===== config.mk =====
export PLATFORM = sky130hd
export DESIGN_NAME = lfuac_victim_scan
export DESIGN_NICKNAME = d
export VERILOG_FILES = /design/src/sv/lfuac_pkg.sv /design/src/sv/lfuac_victim_scan.sv
export SDC_FILE = /design/constraint.sdc
export NUM_CORES = 1
export LEC_CHECK = 0
export BUFFER_PORTS_ARGS = -buffer_cell sky130_fd_sc_hd__buf_2
export CAP_MARGIN = 20
export CORE_ASPECT_RATIO = 0.6
export CORE_MARGIN = 4
export CORE_UTILIZATION = 48
export DETAILED_ROUTE_END_ITERATION = 10
export HOLD_SLACK_MARGIN = 0.08
export PLACE_DENSITY = 0.86
export SLEW_MARGIN = 30
export SYNTH_ARGS = -nofsm -noshare
export SYNTH_HDL_FRONTEND = slang
export SYNTH_SLANG_ARGS = --single-unit

===== constraint.sdc =====
create_clock -name clk -period 5.5 [get_ports clk]
set_input_delay 1.1 -clock clk [delete_from_list [all_inputs] [get_ports clk]]
set_output_delay 1.1 -clock clk [all_outputs]
set_load 0.02 [all_outputs]

===== src/sv/lfuac_pkg.sv =====
// shared types and constants for the lfu admission cache
// no dependencies; imported by the victim scan, the top level and the checker
package lfuac_pkg;

  localparam int LAYERS_DEF     = 64;
  localparam int EXPERTS_DEF    = 256;
  localparam int COUNT_BITS_DEF = 32;

  localparam int IN_W      = 16;
  localparam int OUT_W     = 112;
  localparam int CFG_IDX_W = 1;
  localparam int CFG_W     = 9;
  localparam int TOTAL_W   = 32;

  localparam logic [CFG_IDX_W-1:0] REG_SLOT_CAPACITY  = 1'd0;
  localparam logic [CFG_IDX_W-1:0] REG_EXPERTS_IN_USE = 1'd1;

  localparam logic [CFG_W-1:0] SLOT_CAPACITY_RST  = 9'd26;
  localparam logic [CFG_W-1:0] EXPERTS_IN_USE_RST = 9'd256;

  typedef enum logic [2:0] {
    ST_IGNORED = 3'd0,
    ST_HIT     = 3'd1,
    ST_FREE    = 3'd2,
    ST_EVICT   = 3'd3,
    ST_BYPASS  = 3'd4
  } status_t;

  typedef enum logic [3:0] {
    S_CLEAR,
    S_IDLE,
    S_LOOKUP,
    S_EVAL,
    S_SCAN,
    S_SCAN_END,
    S_DECIDE,
    S_EVICT_OLD,
    S_EVICT_NEW,
    S_FINISH
  } state_t;

  typedef struct packed {
    logic start;
    logic sample;
  } scan_ctl_t;

endpackage


===== src/sv/lfuac_victim_scan.sv =====
// running minimum over the resident entries of one layer
// depends on lfuac_pkg for the scan control struct
module lfuac_victim_scan #(
  parameter int COUNT_BITS = 32,
  parameter int EXP_W      = 8
) (
  input  logic                   clk,
  input  logic                   rst,
  input  lfuac_pkg::scan_ctl_t   ctl,
  input  logic [EXP_W-1:0]       sample_idx,
  input  logic                   sample_res,
  input  logic [COUNT_BITS-1:0]  sample_count,
  output logic                   found,
  output logic [COUNT_BITS-1:0]  best,
  output logic [EXP_W-1:0]       cold
);
  import lfuac_pkg::*;

  logic take;

  // strict less-than keeps the lowest index on ties
  assign take = ctl.sample && sample_res && (!found || (sample_count < best));

  always_ff @(posedge clk) begin
    if (rst) begin
      found <= 1'b0;
    end else if (ctl.start) begin
      found <= 1'b0;
    end else if (take) begin
      found <= 1'b1;
    end
  end

  always_ff @(posedge clk) begin
    if (take) begin
      best <= sample_count;
      cold <= sample_idx;
    end
  end

endmodule


* Word level (Yosys, flattened, before mapping)
Cells that the tools add are included.
** Word-level totals
- Bits in registers :: 41
- Input port bits :: 45
- Output and inout bits :: 41
- Logic and storage cells :: 9
** Operators by class
- Order comparisons :: 1
- Reductions and logical operators :: 5
** Operator list (number)
- $lt A32 B32 Y1 :: 1
- $logic_and A1 B1 Y1 :: 2
- $reduce_or A2 Y1 :: 1
- $logic_not A1 Y1 :: 1
- $logic_or A1 B1 Y1 :: 1

* Logic depth before layout (Yosys ltp)
Gate-level depths: netlist of the first run.
- Word-level depth :: 3
- Depth in mapped cells :: 7
- Depth with buffers taken out :: 7

* Least setup slack after synthesis of the first run
Ideal clock, no wire load.
- Kind :: input to register
- From :: input port sample_count[17]
- To :: register best[0], enable pin
- Library setup time :: 451 ps
- Data arrival time :: 4020 ps
- Data required time :: 5049 ps
- Setup slack :: 1029 ps
- Cell stages on the path :: 6
- Buffers on the path :: 0
- Path through :: ha_1 a21oi_1 o21ai_0 a221oi_1 o221ai_2 a21oi_1
** On the way
- Word-level cells in the longest chain between the ends :: 3
** RTL lines
- start: declaration :: line lfuac_victim_scan.sv:12 : input logic [COUNT_BITS-1:0] sample_count,
- $lt A32 B32 Y1 :: line lfuac_victim_scan.sv:22 : assign take = ctl.sample && sample_res && (!found || (sample_count < best));
- $logic_or A1 B1 Y1 :: line lfuac_victim_scan.sv:22
- $logic_and A1 B1 Y1 :: line lfuac_victim_scan.sv:22
- named net take :: line lfuac_victim_scan.sv:19 : logic take;
- end signal: assignment :: line lfuac_victim_scan.sv:36 : best <= sample_count;
- end: declaration :: line lfuac_victim_scan.sv:14 : output logic [COUNT_BITS-1:0] best,
The timed path passes the listed nets, and every way through them passes these cells.
A chain may end at the register's enable or synchronous reset.

* Worst setup path after layout of the first run
- From :: input port sample_count[19]
- To :: register best[16], enable pin
Same word-level chain as after synthesis.

==> flow_summary.toml, run 1 <==
[hold_path]
min_path_type = "reg2reg"
hp-start = "found"
whs_path_depth = 2
hold_end = "found"

[critical_path]
reg2reg_to = "best[16]"
critPathCaptureType = "flip-flop"
cp_max_fo = 22
reg2reg_depth = 8
start_kind = "input pin"
r2r_slack_ns = 2.79
crit_type = "in2reg"
worstPathArrival_ns = 3.21
worstPathRequired_ns = 5.47
rr_startpoint = "best[19]"

[finish]
final-seq-area_um2 = 1220
drive_gt1_share_pct = 39.1
area_growth_syn_to_layout_pct = 30.5
multiInputGateArea_um2 = 719
fill_cells = 343
diodes = 0
nets = 323

[placed_design]
io_buffers = 85
dp_hpwl_mm = 3.19
gp_congestion = 0.742

[timing]
max_freq_ghz = 0.308
timing.final.crit_period_ns = 3.24
finalHoldWorstSlack_ns = 0.568
grt_setup_unrepaired = "no"
hold_viol_final = 0
finClkSkew_ns = 0.00351
setup_viol = 0
timing.final.crit_share_pct = 59.0
tns_ns = 0
maxSlewHeadroom_pct = 59.6
worst_slew_pin_slew_ns = 0.605
finalMaxSlewViolations = 0

[synthesis]
synth.distinct_cells = 23
synth_cells = 154
ys_warn_count = 0
syn-num-nets = 230
synth_area_um2 = 2050
yosysSeqAreaShare_pct = 59.6
synth-seq-cells = 41
synth.avg_cell_area_um2 = 13.3

[status]
status = "completed"

[grt]
gr-total-overflow = 0
track_usage_pct = 15.5
grt_pass1_wl_mm = 6.50
grt_max_degree = 23
grt_pass1_vias = 1438
antenna_found_initial = 0

[cts]
clk_latency_ns = 0.29
clock_sinks = 41
cts-root-buf = "clkbuf_8"
cts-hold-fix-buffers = 0
cts_buffers = 5
h-tree-depth = 2
clk_pin_slew_worst_paths_ns = 0.08
cts_resized = 0
postCtsSetupBuffers = 0
tritoncts = "done"
clockBufferDepth = 2

[die]
boundaryPins = 86
placementRows = 18
core_um2 = 4120
chipWidth_um = 92.4
initial_core_util_pct = 49.7
die-area_um2 = 5410
fp.dieH_um = 58.6

[routing]
antenna_left = 0
route.detailed.wl_per_inst_um = 12.8
first_pass_iters = 3
vias = 1426
drtIter0Drc = 36
viasPerCell = 4.63
drcViolationCount = 0
wirelength_mm = 3.94

[pwr]
peakVddDrop_mv = 0.125
static-leakage-power_nw = 1.29
power_density_nw_per_um2 = 261

[flow_run]
drv_cap = 0
[report_power, final]
part           switching [mW]  internal [mW]
logic                  0.0585         0.0419
registers             0.00541          0.359
clock network           0.100          0.134
[worst max-delay path by stage]
stage                                start        to  slack (ns)  cells after the start
after floorplan           sample_count[17]   best[0]        1.03                      6
after global routing      sample_count[19]  best[21]        2.02                      8
final                     sample_count[19]  best[16]        2.26                      8
after global placement    sample_count[17]  best[16]        2.05                      8
after detailed placement  sample_count[19]  best[21]        1.96                      8
after CTS                 sample_count[19]  best[20]        2.24                      8
[Yosys cell counts]
library cell	number	area, µm²
a21o_1	3	22.5
nand2_1	11	41.3
a2111oi_4	1	27.5
o211ai_1	1	7.51
inv_1	32	120
nand2b_4	1	13.8
ha_1	31	388
o21ai_0	3	15.0
o21a_1	2	15.0
a21oi_1	12	60.1
nand4_1	1	6.26
a211oi_1	1	7.51
nor3_1	1	5.00
a221oi_1	2	17.5
o2111ai_1	1	8.76
and4_1	2	17.5
o221ai_2	1	15.0
or4_4	1	11.3
nand2b_1	1	6.26
nor2_1	2	7.51
nand3_1	3	15.0
edfxtp_1	40	1200
dfxtp_1	1	20.0
[cells in the final DEF (no fill, tap or decap), drive strengths merged]
cell,synthesis,final
buf,0,86
edfxtp,40,40
inv,32,32
ha,31,31
a21oi,12,12
nand2,11,11
clkbuf,0,6
a21o,3,3
o21ai,3,3
nand3,3,3
o21a,2,2
a221oi,2,2
and4,2,2
nor2,2,2
nand2b,2,2
a2111oi,1,1
o2111ai,1,1
nand4,1,1
nor3,1,1
o211ai,1,1
or4,1,1
o221ai,1,1
a211oi,1,1
bufinv,0,1
clkinv,0,1
dfxtp,1,1
[cell families (layout without fill, tap and decap cells)]
logic type	Yosys count	in the layout	synth area share, %
compound gates	27	27	9.58
flops	41	41	59.6
buf+inv	32	126	5.86
fa+ha+maj	31	31	18.9
simple gates	23	23	6.04
[sequential cells by signal, summed over array words and instances, names as in the netlist]
signal / cells
cold: 8
best: 32
found: 1
[critical path, cell delays in order]
cell and delay, ns:
buf_2 0.10, ha_1 0.31, a21oi_1 0.14, o21ai_0 0.10, a221oi_1 0.37, o221ai_2 0.17
a21oi_4 0.51, buf_4 0.41
[stage by stage]
stage	cell area, µm²	total power, mW	setup WS [ns]	std cells	utilization, %
global route	2680	0.732	2.02	308	64.9
CTS	2680	0.708	2.24	308	64.9
floorplan	2050	0.430	1.03	154	-
finish	2680	0.699	2.26	308	64.9
global placement	2570	0.470	2.05	300	62.3
detailed placement	2570	0.473	1.96	300	62.3
[metal layers]
layer	vias to the layer above	share of wire [%]	track usage (%)
met3	5	8.1	4.85
met2	49	42	23.6
met1	630	49	21.6
met4	0	0.74	4.44
met5	-	0	0
li1	742	-	-
[area by class of cell]
type	count	area share, %
sequential	41	45.7
clock buffer	6	2.71
inverter	32	4.49
clock inverter	2	1.26
timing repair buffer	86	16.2
tap	60	2.81
multi-input combinational	81	26.9
Note: power is estimated with default switching activity, not from simulation.
==> run 2, diff against run 1 <==
--- a/config.mk
+++ b/config.mk
@@ -5,6 +5,7 @@
 export SDC_FILE = /design/constraint.sdc
 export NUM_CORES = 1
 export LEC_CHECK = 0
+export ABC_AREA = 1
 export BUFFER_PORTS_ARGS = -buffer_cell sky130_fd_sc_hd__buf_2
 export CAP_MARGIN = 20
 export CORE_ASPECT_RATIO = 0.6
==> constraint.sdc (replaced) <==
create_clock -name clk -period 3.1 [get_ports clk]
set_input_delay 0.62 -clock clk [delete_from_list [all_inputs] [get_ports clk]]
set_output_delay 0.62 -clock clk [all_outputs]
set_load 0.02 [all_outputs]
==> flow_summary.toml, run 2 <==
[status]
status = "completed"

[routing]
drtIter0Drc = 28
wirelength_mm = 4.11
antenna_left = 0
route.detailed.wl_per_inst_um = 12.3
vias = 1519
viasPerCell = 4.53
drcViolationCount = 0
first_pass_iters = 5

[cts]
cts_resized = 0
cts-hold-fix-buffers = 0
cts_buffers = 5
clock_sinks = 41
clk_latency_ns = 0.28
clk_pin_slew_worst_paths_ns = 0.08
h-tree-depth = 2
tritoncts = "done"
cts-root-buf = "clkbuf_8"
postCtsSetupBuffers = 0
clockBufferDepth = 2

[die]
chipWidth_um = 92.9
fp.dieH_um = 58.9
core_um2 = 4140
die-area_um2 = 5480
initial_core_util_pct = 50.1
placementRows = 18
boundaryPins = 86

[synthesis]
synth_ff_type = "edfxtp_1"
ys_warn_count = 0
ys_async_sr_fraction_pct = 0
synth-seq-cells = 41
synth_common_cells = "41 x inv_1, 40 x edfxtp_1, 31 x ha_1, 31 x nand2_1, 11 x a21oi_1"
synth-edff-count = 40
synth_cells = 180
syn-num-nets = 256
synth_top_area_cell = "edfxtp_1"
synth_most_common_cell = "inv_1"
synth_area_um2 = 2080
synth.area.top_cells = "edfxtp_1 58%, ha_1 19%, inv_1 7.4%"
synth.distinct_cells = 15
synth_top_area_share_pct = 57.9
synth.avg_cell_area_um2 = 11.5
yosysSeqAreaShare_pct = 58.8

[grt]
grt_pass1_wl_mm = 6.66
gr-total-overflow = 0
track_usage_pct = 15.8
grt_max_degree = 32
antenna_found_initial = 0
grt_pass1_vias = 1506

[finish]
final_common_cell = "buf_2"
largestRegisters = "best x32, cold x8, found x1"
area_growth_syn_to_layout_pct = 29.2
fill_cells = 349
regMostFlops = "best"
final_cell_count_no_fill = 335
final_cell_mix = "85 x buf_2, 41 x inv_1, 40 x edfxtp_1"
drive_gt1_share_pct = 36.4
largest_reg_flops = 32
nets = 350
diodes = 0

[timing]
timing.final.crit_share_pct = 71.5
worst_slew_pin_slew_ns = 0.395
setup_viol = 0
timing.final.crit_period_ns = 2.22
grt_setup_unrepaired = "no"
finalMaxSlewViolations = 0
tns_ns = 0
finClkSkew_ns = 0.00594
setup_ws_ns = 0.883
maxSlewHeadroom_pct = 73.7
hold_viol_final = 0
max_freq_ghz = 0.451
finalHoldWorstSlack_ns = 0.506

[critical_path]
worstPathRequired_ns = 3.04
critPathSlowestCell = "buf_4"
start_kind = "input pin"
cp_common_cell = "nand2_1"
critical-path-max-stage-delay_ns = 0.38
crit_type = "in2reg"
worstPathArrival_ns = 2.16
path_cells = "buf_2, ha_1, a21oi_1, o21ai_1, nand2_1, nand3_1, a21oi_2, nand2_1, a21oi_4, buf_4"
critPathCaptureType = "flip-flop"
cp_max_fo = 31

[pwr]
pwr-share-seq_pct = 56.1
fin_total_pwr_mw = 1.15
p_sw_uw = 288
pwr-share-clk_pct = 28.1
power_density_nw_per_um2 = 430
static-leakage-power_nw = 1.38
combPwrFrac_pct = 15.8
p_int_uw = 866
peakVddDrop_mv = 0.328
switching_share_pct = 25.0

[placed_design]
dp.cells = 327
dp_slack_ns = 0.601
io_buffers = 85
dp_hpwl_mm = 3.47
gp_congestion = 0.707

[hold_path]
min_path_type = "in2reg"

[flow_run]
drv_cap = 0
[run 2: logic make-up (layout without fill, tap and decap cells)]
group	after synthesis	in the layout	share of synthesized area [%]
adders and majority gates	31	31	18.7
buffers and inverters	41	136	7.41
and+or+nand+nor	45	45	8.74
AOI/OAI and AO/OA	22	22	6.33
DFF	41	41	58.8
[run 2: through the flow]
| stage | utilization, % | instance area, µm² |
|---|---|---|
| 3_5_place_dp | 62.7 | 2600 |
| 6_report | 64.7 | 2680 |
| 2_1_floorplan | - | 2080 |
| 4_1_cts | 64.7 | 2680 |
| 3_3_place_gp | 62.7 | 2600 |
| 5_1_grt | 64.7 | 2680 |
[run 2: worst paths after layout]
kind	startpoint	end	slack [ns]	cells past startpoint
max	sample_count[19]	cold[6]	0.88	10
max reg2reg	best[17]	cold[6]	0.94	10
min reg2reg	found	found	0.56	2
min	sample_idx[5]	cold[5]	0.51	1
[run 2: per-layer routing]
metal | global-route usage (%) | wire length, µm | part of all wire, % | up-vias
met5 | 0 | 0 | 0 | -
met4 | 3.13 | 12 | 0.29 | 0
met3 | 6.51 | 417 | 10 | 2
met2 | 25.5 | 1820 | 44 | 57
met1 | 20.3 | 1860 | 45 | 675
li1 | - | - | - | 785
[run 2: cell type report]
class	instances	area, µm²	share of cell area (%)
Sequential cell	41	1220	45.5
Clock inverter	2	10.0	0.373
Timing Repair Buffer	87	440	16.4
Inverter	41	154	5.74
Multi-Input combinational cell	98	708	26.4
Tap cell	60	75.1	2.80
Clock buffer	6	72.6	2.71
[run 2: worst max-delay path, delay by kind of cell]
kind            cells  cell delay, ns
buf+inv             2            0.49
compound gates      4            0.49
fa+ha+maj           1            0.30
simple gates        3            0.25
[run 2: power by group through the flow]
stage / clock (mW) / sequential, mW / combinational [mW]
after floorplan: 0 / 0.689 / 0.0767
after detailed placement: 0 / 0.659 / 0.184
after global placement: 0 / 0.658 / 0.178
after CTS: 0.336 / 0.647 / 0.185
final: 0.325 / 0.647 / 0.182
after global routing: 0.363 / 0.650 / 0.208
==> run 3, diff against run 2 <==
--- a/config.mk
+++ b/config.mk
@@ -10,10 +10,10 @@
 export CAP_MARGIN = 20
 export CORE_ASPECT_RATIO = 0.6
 export CORE_MARGIN = 4
-export CORE_UTILIZATION = 48
+export CORE_UTILIZATION = 43
 export DETAILED_ROUTE_END_ITERATION = 10
 export HOLD_SLACK_MARGIN = 0.08
-export PLACE_DENSITY = 0.86
+export PLACE_DENSITY = 0.82
 export SLEW_MARGIN = 30
 export SYNTH_ARGS = -nofsm -noshare
 export SYNTH_HDL_FRONTEND = slang
==> constraint.sdc (replaced) <==
create_clock -name clk -period 2 [get_ports clk]
set_input_delay 0.4 -clock clk [delete_from_list [all_inputs] [get_ports clk]]
set_output_delay 0.4 -clock clk [all_outputs]
set_load 0.02 [all_outputs]
==> flow_summary.toml, run 3 (synthesis results as in run 2) <==
[routing]
first_pass_iters = 4
antenna_left = 0
wirelength_mm = 4.68
viasPerCell = 4.54
drcViolationCount = 0
drtIter0Drc = 25
route.detailed.wl_per_inst_um = 13.4
vias = 1589

[finish]
multiInputGateArea_um2 = 838
final_cell_count_no_fill = 350
fill_cells = 391
regMostFlops = "best"
largest_reg_flops = 32
drive_gt1_share_pct = 46.7
diodes = 0
final_common_cell = "buf_2"
largestRegisters = "best x32, cold x8, found x1"
nets = 362
final-seq-area_um2 = 1220
area_growth_syn_to_layout_pct = 46.8
final_cell_mix = "85 x buf_2, 40 x edfxtp_1, 37 x inv_1"

[critical_path]
rr_startpoint = "best[17]"
reg2reg_depth = 11
reg2reg_to = "best[6]"
worstPathArrival_ns = 2.10
r2r_slack_ns = -0.09
critPathCaptureType = "flip-flop"
worstPathRequired_ns = 2.01
start_kind = "flip-flop"
crit_type = "reg2reg"
cp_max_fo = 5

[timing]
tns_ns = -2.61
grt_setup_unrepaired = "yes"
setup_viol = 40
finalMaxSlewViolations = 0
finClkSkew_ns = 0.00876
finalHoldWorstSlack_ns = 0.276
setup_ws_ns = -0.0882
worst_slew_pin_slew_ns = 0.196
max_freq_ghz = 0.479
timing.final.crit_period_ns = 2.09
timing.final.crit_share_pct = 104
hold_viol_final = 0
maxSlewHeadroom_pct = 86.8

[hold_path]
whs_path_depth = 1
hold_end = "cold[1]"
min_path_type = "in2reg"
hp-start = "sample_idx[1]"

[die]
placementRows = 19
core_um2 = 4610
boundaryPins = 86
die-area_um2 = 6040
chipWidth_um = 97.7
initial_core_util_pct = 45.0
fp.dieH_um = 61.8

[placed_design]
dp_hpwl_mm = 3.45
dp.cells = 331
gp_congestion = 0.708
dp_slack_ns = -0.163
io_buffers = 85

[cts]
cts-hold-fix-buffers = 0
clk_latency_ns = 0.29
tritoncts = "done"
cts_buffers = 5
cts-root-buf = "clkbuf_8"
h-tree-depth = 2
clockBufferDepth = 2
clock_sinks = 41
clk_pin_slew_worst_paths_ns = 0.08

[grt]
antenna_found_initial = 0
track_usage_pct = 15.6
grt_pass1_wl_mm = 7.18
gr-total-overflow = 0
grt_pass1_vias = 1612
grt_max_degree = 13

[pwr]
pwr-share-clk_pct = 32.1
peakVddDrop_mv = 0.428
p_int_mw = 1.53
switching_share_pct = 24.3
combPwrFrac_pct = 18.2
static-leakage-power_nw = 1.49
pwr-share-seq_pct = 49.7
power_density_nw_per_um2 = 662
p_sw_uw = 490

[status]
status = "finished, violations left"
violations = "setup timing"

[flow_run]
drv_cap = 0
[run 3: cell count changes in the layout (fill, tap and decap cells not counted), sizes merged]
cell    delta
buf        +9
clkbuf     +3
clkinv     -1
bufinv     +1
[run 3: critical path, cell delays in order (launching register included)]
cell and delay [ns]:
edfxtp_1 0.42, inv_2 0.09, ha_4 0.20, a21oi_2 0.13, o21ai_1 0.07, nand2_1 0.08
nand3_2 0.09, a21oi_2 0.15, nand2_2 0.08, a21oi_4 0.18, buf_12 0.17, clkbuf_16 0.14
[run 3: worst max-delay path by stage]
stage | cells after the start | to | slack, ns | from
global route | 11 | best[30] | -0.20 | best[17]
floorplan | 9 | best[0] | -0.43 | best[21]
finish | 11 | best[6] | -0.09 | best[17]
global placement | 10 | best[14] | -0.11 | sample_count[11]
detailed placement | 10 | best[26] | -0.16 | sample_count[17]
CTS | 13 | best[12] | -0.05 | best[14]
[run 3: area by class of cell]
cell class | count | share of cell area (%)
clock buffer | 6 | 2.38
inverter | 41 | 5.05
timing repair buffer | 99 | 21.3
tap | 63 | 2.59
clock inverter | 2 | 1.11
multi-input combinational | 98 | 27.5
sequential | 41 | 40.1
[run 3: through the flow]
stage               instance area, µm²  util (%)  power, mW
floorplan                         2080         -       1.19
finish                            3050      66.1       2.02
CTS                               2900      62.9       2.00
global placement                  2640      57.1       1.31
global route                      3050      66.1       2.13
detailed placement                2640      57.1       1.32
[run 3: repair_timing]
item,in CTS,in global routing
gates cloned,2,3
pin swaps,8,11
setup endpoints to repair,40,40
buffers inserted,3,4
hold endpoints to repair,0,0
gates resized for setup,13,15
[run 3: power groups by stage]
stage,Sequential (mW),Combinational (mW),Clock (mW)
finish,1.00,0.367,0.647
global route,1.01,0.411,0.713
CTS,1.00,0.336,0.663
detailed placement,1.02,0.296,0
global placement,1.02,0.288,0
floorplan,1.07,0.121,0
[run 3: per-layer routing]
| metal | global-route usage [%] | up-vias | wire [µm] |
|---|---|---|---|
| met5 | 0 | - | 0 |
| met4 | 4.73 | 0 | 35 |
| met3 | 7.80 | 5 | 519 |
| met2 | 26.5 | 61 | 2110 |
| met1 | 18.1 | 708 | 2010 |
| li1 | - | 815 | - |
